[config.mk]
export PLATFORM = sky130hd
export DESIGN_NAME = tccw_ctrl
export DESIGN_NICKNAME = d
export VERILOG_FILES = /design/src/hw/rtl/text_console_cell_writer_assert.svh /design/src/hw/rtl/tccw_pkg.sv /design/src/hw/rtl/tccw_ctrl.sv
export SDC_FILE = /design/constraint.sdc
export NUM_CORES = 1
export LEC_CHECK = 0
export BUFFER_PORTS_ARGS = -buffer_cell sky130_fd_sc_hd__buf_2
export CAP_MARGIN = 25
export CELL_PAD_IN_SITES_DETAIL_PLACEMENT = 0
export CELL_PAD_IN_SITES_GLOBAL_PLACEMENT = 1
export CORE_AREA = 2 2 39 41
export CTS_BUF_LIST = sky130_fd_sc_hd__clkbuf_2 sky130_fd_sc_hd__clkbuf_4 sky130_fd_sc_hd__clkbuf_8
export DETAILED_ROUTE_END_ITERATION = 7
export DIE_AREA = 0 0 41 43
export GPL_TIMING_DRIVEN = 0
export PLACE_DENSITY = 0.69
export SLEW_MARGIN = 30
export SYNTH_ARGS = -nofsm -noshare
export SYNTH_HDL_FRONTEND = slang
export SYNTH_SLANG_ARGS = --single-unit
[constraint.sdc]
create_clock -name aclk -period 1.5 [get_ports aclk]
set_input_delay 0.225 -clock aclk [delete_from_list [all_inputs] [get_ports aclk]]
set_output_delay 0.225 -clock aclk [all_outputs]
set_load 0.1 [all_outputs]
[src/hw/rtl/text_console_cell_writer_assert.svh]
// Assertion macros shared by the text console cell writer RTL.
`ifndef TEXT_CONSOLE_CELL_WRITER_ASSERT_SVH
`define TEXT_CONSOLE_CELL_WRITER_ASSERT_SVH

// The consequent must hold in the same cycle as the antecedent.
`define TCCW_ASSERT_IMPLY(lbl, ante, cons) \
    lbl: assert property (@(posedge aclk) disable iff (!aresetn) (ante) |-> (cons)) \
        else $error("tccw: implication check failed");

// The consequent must hold in the cycle after the antecedent.
`define TCCW_ASSERT_NEXT(lbl, ante, cons) \
    lbl: assert property (@(posedge aclk) disable iff (!aresetn) (ante) |=> (cons)) \
        else $error("tccw: next-cycle check failed");

`endif

[src/hw/rtl/tccw_pkg.sv]
// Package with the types, constants and codes of the text console cell writer.
package tccw_pkg;

    // Screen geometry.
    localparam int COLUMNS    = 80;
    localparam int ROWS       = 25;
    localparam int CELL_COUNT = COLUMNS * ROWS;

    // Internal widths derived from the geometry.
    localparam int ADDR_W = $clog2(CELL_COUNT);
    localparam int ROW_W  = $clog2(ROWS);
    localparam int COL_W  = $clog2(COLUMNS);
    localparam int LIN_W  = $clog2(CELL_COUNT + 1);

    // Port field widths.
    localparam int CMD_W      = 2;
    localparam int CHAR_W     = 8;
    localparam int BACK_W     = 3;
    localparam int FORE_W     = 4;
    localparam int CELL_ROW_W = 5;
    localparam int CELL_COL_W = 7;
    localparam int CURSOR_W   = 11;
    localparam int CFG_IDX_W  = 2;
    localparam int CFG_DATA_W = 4;

    // Special character codes.
    localparam logic [CHAR_W-1:0] NEWLINE_CODE = 8'd10;
    localparam logic [CHAR_W-1:0] NUL_CODE     = 8'd0;

    // Command codes.
    typedef enum logic [CMD_W-1:0] {
        CMD_PUT   = 2'd0,
        CMD_READ  = 2'd1,
        CMD_CLEAR = 2'd2
    } cmd_t;

    // Configuration register indexes.
    typedef enum logic [CFG_IDX_W-1:0] {
        CFG_BACK_COLOR = 2'd0,
        CFG_FORE_COLOR = 2'd1,
        CFG_BLINK      = 2'd2
    } cfg_idx_t;

    // Controller states.
    typedef enum logic [2:0] {
        ST_INIT,
        ST_IDLE,
        ST_EXEC,
        ST_SWEEP,
        ST_DONE
    } state_t;

    // One screen cell as stored.
    typedef struct packed {
        logic              blink;
        logic [BACK_W-1:0] back;
        logic [FORE_W-1:0] fore;
        logic [CHAR_W-1:0] ch;
    } cell_t;

    // Input word.
    typedef struct packed {
        logic [CMD_W-1:0]      command;
        logic [CHAR_W-1:0]     char_code;
        logic                  last_char;
        logic [CELL_ROW_W-1:0] cell_row;
        logic [CELL_COL_W-1:0] cell_col;
    } in_t;

    // Result word.
    typedef struct packed {
        logic [CHAR_W-1:0]   cell_char;
        logic [BACK_W-1:0]   cell_back;
        logic [FORE_W-1:0]   cell_fore;
        logic                cell_blink;
        logic [CURSOR_W-1:0] cursor_pos;
        logic [CURSOR_W-1:0] shown_cursor;
        logic                scrolled;
    } out_t;

    // Commands from the controller to the datapath.
    typedef struct packed {
        logic load_item;
        logic exec_put;
        logic sweep_all_init;
        logic sweep_row_init;
        logic sweep_step;
        logic load_result;
    } ctrl_t;

    // Status from the datapath to the controller.
    typedef struct packed {
        logic [CMD_W-1:0] cmd;
        logic             scroll;
        logic             sweep_last;
    } status_t;

endpackage

[src/hw/rtl/tccw_ctrl.sv]
// Controller state machine of the text console cell writer.
module tccw_ctrl
    import tccw_pkg::*;
(
    input  logic    aclk,
    input  logic    aresetn,
    input  logic    s_valid,
    output logic    s_ready,
    output logic    m_valid,
    input  logic    m_ready,
    output ctrl_t   ctrl,
    input  status_t status
);

    state_t state_reg, state_next;
    logic   m_valid_reg, m_valid_next;
    logic   out_free;

    // State and output valid registers.
    always_ff @(posedge aclk) begin
        if (!aresetn) begin
            state_reg   <= ST_INIT;
            m_valid_reg <= 1'b0;
        end else begin
            state_reg   <= state_next;
            m_valid_reg <= m_valid_next;
        end
    end

    // Next state and datapath commands.
    always_comb begin
        state_next = state_reg;
        ctrl       = '0;
        s_ready    = 1'b0;
        out_free   = !m_valid_reg || m_ready;
        case (state_reg)
            ST_INIT: begin
                ctrl.sweep_step = 1'b1;
                if (status.sweep_last) begin
                    state_next = ST_IDLE;
                end
            end
            ST_IDLE: begin
                s_ready = 1'b1;
                if (s_valid) begin
                    ctrl.load_item = 1'b1;
                    state_next     = ST_EXEC;
                end
            end
            ST_EXEC: begin
                case (status.cmd)
                    CMD_PUT: begin
                        ctrl.exec_put = 1'b1;
                        if (status.scroll) begin
                            ctrl.sweep_row_init = 1'b1;
                            state_next          = ST_SWEEP;
                        end else begin
                            state_next = ST_DONE;
                        end
                    end
                    CMD_CLEAR: begin
                        ctrl.sweep_all_init = 1'b1;
                        state_next          = ST_SWEEP;
                    end
                    default: begin
                        state_next = ST_DONE;
                    end
                endcase
            end
            ST_SWEEP: begin
                ctrl.sweep_step = 1'b1;
                if (status.sweep_last) begin
                    state_next = ST_DONE;
                end
            end
            ST_DONE: begin
                // Hand the result to the output register and take the next word.
                if (out_free) begin
                    ctrl.load_result = 1'b1;
                    s_ready          = 1'b1;
                    if (s_valid) begin
                        ctrl.load_item = 1'b1;
                        state_next     = ST_EXEC;
                    end else begin
                        state_next = ST_IDLE;
                    end
                end
            end
            default: begin
                state_next = ST_IDLE;
            end
        endcase
    end

    // Output valid: set on a new result, cleared when the word is taken.
    always_comb begin
        m_valid_next = m_valid_reg;
        if (ctrl.load_result) begin
            m_valid_next = 1'b1;
        end else if (m_ready) begin
            m_valid_next = 1'b0;
        end
    end

    assign m_valid = m_valid_reg;

endmodule

Yosys cells after proc, flatten, opt, wreduce, memory -nomap -nowiden
Cells that the tools add are included.

Bits in registers: 4. Bits in latches: 0. Bits in writable memories: 0. Memory bits (read-only): 0. Input port bits: 8. Output and inout bits: 8. Logic and storage cells: 40. Memories kept: 0.

$add $sub $neg: 0. Multiply operators: 0. Div/mod/pow operators: 0. $lt $le $gt $ge: 0. Eq/ne operators: 9. Shift-type cells: 0. Multiplexer cells: 22. Bitwise gates (word level): 0. Reductions and logical operators: 7.

Operators by type and width (count): 3-bit two-way mux (6); 3-bit one-hot mux with 5 select lines (1); 1-bit two-way mux (11); 2-bit inequality test (second input constant) (4); 3-bit by 2-bit == test with 1-bit output (second input constant) (2); 3-bit one-hot mux with 2 select lines (1); 1-bit one-hot mux with 2 select lines (2); 4-bit AND reduction (1); 3-bit by 1-bit == test with 1-bit output (second input constant) (1); 3-bit == test (second input constant) (1); 3-bit zero test (1); 2-bit == test (second input constant) (1); 2-bit zero test (1); 2-bit two-way mux (1); 2-bit nonzero test (1); 2-bit OR reduction (1); 1-bit zero test (1); 1-bit logical OR (1).

Longest topological paths before layout
Gate-level depths: netlist of the first run.

Word-level depth: 5. Gate-level depth with buffers: 5. Depth with buffers taken out: 4.

Least setup slack after synthesis of the first run
OpenSTA, ideal clock, no wires.

Kind: flip-flop to output port. Start point: register m_valid_reg, in the netlist m_valid. End point: output ctrl[5] (netlist bit). Arrival: 3.523 ns. Required time: 1.275 ns. Path slack: -2.248 ns. Cell stages (with the launch flop): 5. Buffers on the path: 0. Path through: dfxtp_1 -> nor2b_1 -> nand2b_1 -> a21oi_1 -> and2_1.

RTL lines: from (decl) (line tccw_ctrl.sv:16) `logic m_valid_reg, m_valid_next;`; from (signal assigned) (line tccw_ctrl.sv:26) `m_valid_reg <= m_valid_next;`; to (decl) (line tccw_ctrl.sv:11) `output ctrl_t ctrl,`.

==> results of run 1 <==
[synthesized netlist by cell type, types with 2 or more instances]
cell,n,share of area [%]
nor2_1,5,5.5
and2_1,2,3.6
nand2_1,2,2.2
or2b_1,2,4.4
nor2b_1,3,5.5
dfxtp_1,4,23
[final timing paths]
kind | to | slack [ns] | cells after the start
hold reg to reg | state_reg[2] | 0.61 | 3
setup reg to reg | state_reg[1] | -0.14 | 7
hold / removal | m_valid | 0.27 | 2
setup / recovery | ctrl[2] | -0.35 | 5
[timing repair]
action | in CTS | in global routing
pin swaps | 5 | 8
setup endpoints to repair | 7 | 9
endpoints found under the hold margin | 0 | 0
hold buffers | 0 | 0
setup buffers | 7 | 13
gates resized for setup | 36 | 10
[critical path, cell delays in order (launching register included)]
cell     delay (ns)
dfxtp_2        0.31
buf_6          0.13
or4b_4         0.52
nor2_4         0.10
and2_4         0.15
buf_12         0.16
[power by group through the flow]
stage | logic (mW) | clock network (mW) | registers, mW
detailed placement | 0.597 | 0 | 0.135
floorplan | 0.516 | 0 | 0.138
global route | 1.07 | 0.190 | 0.137
global placement | 0.599 | 0 | 0.135
finish | 1.03 | 0.169 | 0.136
CTS | 0.891 | 0.174 | 0.137
[per-layer routing]
layer / global-route usage [%] / share of wire (%) / up-vias
li1: - / - / 227
met1: 16.4 / 37 / 233
met2: 22.5 / 58 / 11
met3: 6.28 / 3.7 / 2
met4: 4.00 / 1.4 / 0
met5: 0 / 0 / -
[cell usage in the layout, fill, tap and decap left out, types with 2 or more instances in the layout]
master    instances
buf_4            14
buf_6             8
buf_2             8
buf_12            7
clkbuf_4          4
nor2b_1           2
nor2_2            2
nor2_4            2
and2_4            2
nor2_1            2
o21ai_1           2
nand2_1           2
dfxtp_4           2
[kinds of logic (layout without fill, tap and decap cells)]
family                    Yosys count  after routing  synth area share [%]
muxes                               1              1                  2.91
buffers and inverters               4             42                  8.00
and+or+nand+nor                    21             21                  39.3
DFF                                 4              4                  23.3
xor gates and xnor gates            1              1                  2.55
AOI/OAI and AO/OA                  11             11                  24.0
[final cells by class]
cell class | count | area share [%]
tap | 16 | 2.37
clock buffer | 4 | 3.55
multi-input combinational | 34 | 38.8
sequential | 4 | 10.5
timing repair buffer | 34 | 40.8
buffer | 3 | 3.55
inverter | 1 | 0.444
==> results.toml, run 1 <==
[critical_path]
critPathKind = "flop to primary output"
cp-start-kind = "flop"
crit_start = "state_reg[0]"
endpoint_kind = "primary output"
crit_required_ns = 1.27
critical_path.max_fanout = 7
worst-endpoint-arrival_ns = 1.62
timing.rr.start = "state_reg[0]"

[yosys]
synth-async-reset-ratio_pct = 0
synth-edff-count = 0
yosysWarnings = 0
avgSynthCellArea_um2 = 8.19
synth_seq_cells = 4
ys.flop_type = "dfxtp_1"
synthCells = 42
ys_seq_area_share_pct = 23.3
ys_types = 30
syn-num-nets = 50
netlist_area_um2 = 344

[layout]
nNetsFinal = 89
final_core_util_pct = 61.1
syn_to_final_growth_pct = 146
fillers = 109
multi_input_area_um2 = 328
num_antenna_cells = 0
finalInstanceArea_um2 = 846
layoutNonFillerInstCount = 96
largest_reg_flops = 3
layout-drive-gt1-share_pct = 77.5
regArea_um2 = 88.8

[timing]
rsz0062_at_grt = "yes"
max_freq_ghz = 0.541
worst_clock_skew_ns = 0.00243
relSlewSlack_pct = 68.1
period_needed_ns = 1.85
whs_ns = 0.267
finalHoldViolCount = 0
worst_slack_ns = -0.347
slew_viol_final = 0
setup_viol = 9
setup_tns_ns = -2.11
tightest_slew_ns = 0.482
fin_crit_sh_pct = 123

[place]
gp_congestion = 0.697
dp_slack_ns = -0.380
dpl_cell_area_um2 = 493
place_inst = 73
io_buffers = 15

[clocking]
clockRootBuffer = "clkbuf_4"
cts_max_level = 1
cts_tree = "yes"
cts_num_sinks = 4
clk_pin_slew_ns = 0.04
cts-buffers-inserted = 3
clockBufferDepth = 2
insertion_delay_ns = 0.24

[floorplan]
die_w_um = 41
rows = 14
die_h_um = 43
design.die.area_um2 = 1760
ios = 16
coreArea_um2 = 1380
start_util_pct = 24.9

[job]
maxCapViolCount = 0

[status]
violations = "negative setup slack"
status = "complete, but fails checks"

[power_and_ir_drop]
ir_drop_uv = 603
intPower_mw = 0.739
pwr-share-comb_pct = 77.1
switching_share_pct = 44.7
power_mw = 1.34
seq_power_share_pct = 10.2
power_switching_mw = 0.597
powerDensity_nw_per_um2 = 1580
clockPowerShare_pct = 12.7
p_leak_nw = 0.371

[routing]
viasPerCell = 4.93
routed_wl_um = 1190
firstDrtPassIters = 4
ant_nets = 0
vias = 473
drc = 0
initialDrtViolationCount = 5
avgRoutedWirePerCell_um = 12.4

[global_route]
antenna_found_initial = 0
grt_pass1_vias = 392
grt_overflow_total = 0
grt_max_degree = 10
grt_usage_pct = 14.2
grt_pass1_wl_um = 1680

[worst_hold_path]
holdCritStartpoint = "aresetn"
hold_class = "input pin to flop"
Note: power is estimated with default switching activity, not from simulation.
==> inputs of run 2 (changes only) <==
--- a/config.mk
+++ b/config.mk
@@ -5,6 +5,7 @@
 export SDC_FILE = /design/constraint.sdc
 export NUM_CORES = 1
 export LEC_CHECK = 0
+export ABC_AREA = 1
 export BUFFER_PORTS_ARGS = -buffer_cell sky130_fd_sc_hd__buf_2
 export CAP_MARGIN = 25
 export CELL_PAD_IN_SITES_DETAIL_PLACEMENT = 0
@@ -14,7 +15,7 @@
 export DETAILED_ROUTE_END_ITERATION = 7
 export DIE_AREA = 0 0 41 43
 export GPL_TIMING_DRIVEN = 0
-export PLACE_DENSITY = 0.69
+export PLACE_DENSITY = 0.73
 export SLEW_MARGIN = 30
 export SYNTH_ARGS = -nofsm -noshare
 export SYNTH_HDL_FRONTEND = slang
==> run 2 against run 1 <==
Compared with the run above:
- the flow still finishes with violations (negative setup slack)
- core utilization shrank 11 points
- register-to-register slack better by 0.36 ns
- worst hold slack got worse by 0.048 ns
- sequential power rose by 29%
- non-clock buffer count is 10 lower
- flip-flop and latch count unchanged
- clock power is 3% higher
- first-iteration DRC count grew 80%
- power fell by 2.6%
- critical path type unchanged
- critical endpoint is now ctrl[5]
==> results.toml, run 2 <==
[yosys]
synth_seq_cells = 4
ys_seq_area_share_pct = 23.8
netlist_area_um2 = 337
synthTopCellsByArea = "dfxtp_1, nand2_1, nor2_2"
yosysWarnings = 0
synth-async-reset-ratio_pct = 0
ys.flop_type = "dfxtp_1"
synth-edff-count = 0
avgSynthCellArea_um2 = 5.90
syn-num-nets = 65
ys_types = 14
yosys.area.top_type = "dfxtp_1"
synth_common_cells = "nand2_1, inv_1, nor2_1, nand3_1, nor2_2"
synth_top_area_share_pct = 23.8
synthCells = 57
yosysMostFrequentCell = "nand2_1"

[floorplan]
die_h_um = 43
start_util_pct = 24.3
ios = 16
coreArea_um2 = 1380
rows = 14
design.die.area_um2 = 1760
die_w_um = 41

[timing]
worst_slack_ns = -0.0789
worst_clock_skew_ns = 0.00263
finalHoldViolCount = 0
setup_viol = 3
relSlewSlack_pct = 68.0
max_freq_ghz = 0.633
rsz0062_at_grt = "yes"
period_needed_ns = 1.58
setup_tns_ns = -0.158
fin_crit_sh_pct = 105
slew_viol_final = 0
tightest_slew_ns = 0.484

[global_route]
grt_pass1_vias = 398
grt_overflow_total = 0
grt_max_degree = 7
antenna_found_initial = 0
grt_pass1_wl_um = 1460
grt_usage_pct = 11.5

[clocking]
cts_hold_buf = 0
cts_max_level = 1
clockBufferDepth = 2
cts_num_sinks = 4
clk_pin_slew_ns = 0.04
cts-buffers-inserted = 3
clockRootBuffer = "clkbuf_4"
insertion_delay_ns = 0.25
cts_tree = "yes"

[routing]
viasPerCell = 4.38
avgRoutedWirePerCell_um = 9.44
vias = 451
ant_nets = 0
drc = 0
routed_wl_um = 972
initialDrtViolationCount = 9
firstDrtPassIters = 4

[place]
place_hpwl_um = 594
io_buffers = 15
dpl_cell_area_um2 = 460
gp_congestion = 0.721
dp_slack_ns = -0.184

[layout]
largest_reg_flops = 3
multi_input_area_um2 = 273
fillers = 135
final_cell_mix = "buf_4, nand2_1, buf_2"
layout-drive-gt1-share_pct = 65.5
final_core_util_pct = 50.5
layout_commonest_cell = "buf_4"
regArea_um2 = 95.1
nNetsFinal = 96
num_antenna_cells = 0
finalInstanceArea_um2 = 698
syn_to_final_growth_pct = 107

[power_and_ir_drop]
seq_power_share_pct = 13.5
power_switching_mw = 0.682
pwr-share-comb_pct = 73.1
ir_drop_uv = 739
intPower_mw = 0.620
power_mw = 1.30
powerDensity_nw_per_um2 = 1860
clockPowerShare_pct = 13.4
p_leak_nw = 0.335
switching_share_pct = 52.4

[critical_path]
r2r-end = "state_reg[0]"
crit_required_ns = 1.27
rr_worst_depth = 8
cp-start-kind = "flop"
critical_path.max_fanout = 3
worst-endpoint-arrival_ns = 1.35
endpoint_kind = "primary output"
timing.rr.start = "state_reg[1]"
ff2ff_setup_slack_ns = 0.22
critPathKind = "flop to primary output"

[worst_hold_path]
hold_class = "input pin to flop"
hold_end = "state_reg[0]"
min_path_cells = 3
holdCritStartpoint = "aresetn"

[status]
status = "complete, but fails checks"
violations = "negative setup slack"

[job]
maxCapViolCount = 0
## run 2: repair_timing
action | CTS | global route
pin swaps | 6 | 3
setup endpoints to repair | 7 | 6
gates resized for setup | 27 | 10
buffers inserted | 8 | 3
## run 2: worst max-delay path, cell delays in order (launching register included)
cell     delay, ns
dfxtp_4       0.35
nor2_4        0.13
nand2_2       0.07
nor2_4        0.13
inv_2         0.07
a21oi_4       0.16
buf_12        0.19
## run 2: power groups by stage
stage | clock network (mW) | registers, mW | logic, mW
after floorplan | 0 | 0.168 | 0.573
after global placement | 0 | 0.167 | 0.666
after detailed placement | 0 | 0.168 | 0.663
after CTS | 0.176 | 0.188 | 0.832
after global routing | 0.180 | 0.179 | 1.00
final | 0.174 | 0.175 | 0.952
## run 2: final cells by class
class                   instances  area share, %
repair buffers                 26           33.9
multi-input cells              43           39.1
well taps                      16           2.87
clock buffers                   4           4.30
flip-flops and latches          4           13.6
plain buffers                   1           1.08
inverters                       9           5.20
## run 2: metal layers
| metal | vias up | wire length [um] | GRT usage, % |
|---|---|---|---|
| li1 | 236 | - | - |
| met2 | 11 | 488 | 19.1 |
| met4 | 0 | 21 | 6.00 |
| met1 | 202 | 426 | 14.5 |
| met3 | 2 | 37 | 0 |
| met5 | - | 0 | 0 |
## run 2: cells by family after synthesis
family / share of synthesized area (%)
AOI/OAI and AO/OA: 10.4
buffers and inverters: 12.3
DFF: 23.8
and+or+nand+nor: 53.5
## run 2: how the worst max path moves through the flow
stage | to | start | slack [ns] | cells after the start
6_report | ctrl[5] | state_reg[0] | -0.08 | 6
2_1_floorplan | ctrl[2] | state_reg[2] | -0.62 | 6
3_5_place_dp | ctrl[5] | state_reg[0] | -0.18 | 6
4_1_cts | ctrl[5] | state_reg[1] | -0.06 | 6
5_1_grt | ctrl[5] | state_reg[0] | -0.14 | 6
3_3_place_gp | ctrl[5] | state_reg[0] | -0.19 | 6
## run 2: metrics by stage
stage | hold WS [ns] | std cells
2_1_floorplan | 0.352 | 57
5_1_grt | 0.228 | 103
3_5_place_dp | 0.474 | 88
4_1_cts | 0.220 | 100
6_report | 0.219 | 103
3_3_place_gp | 0.468 | 88
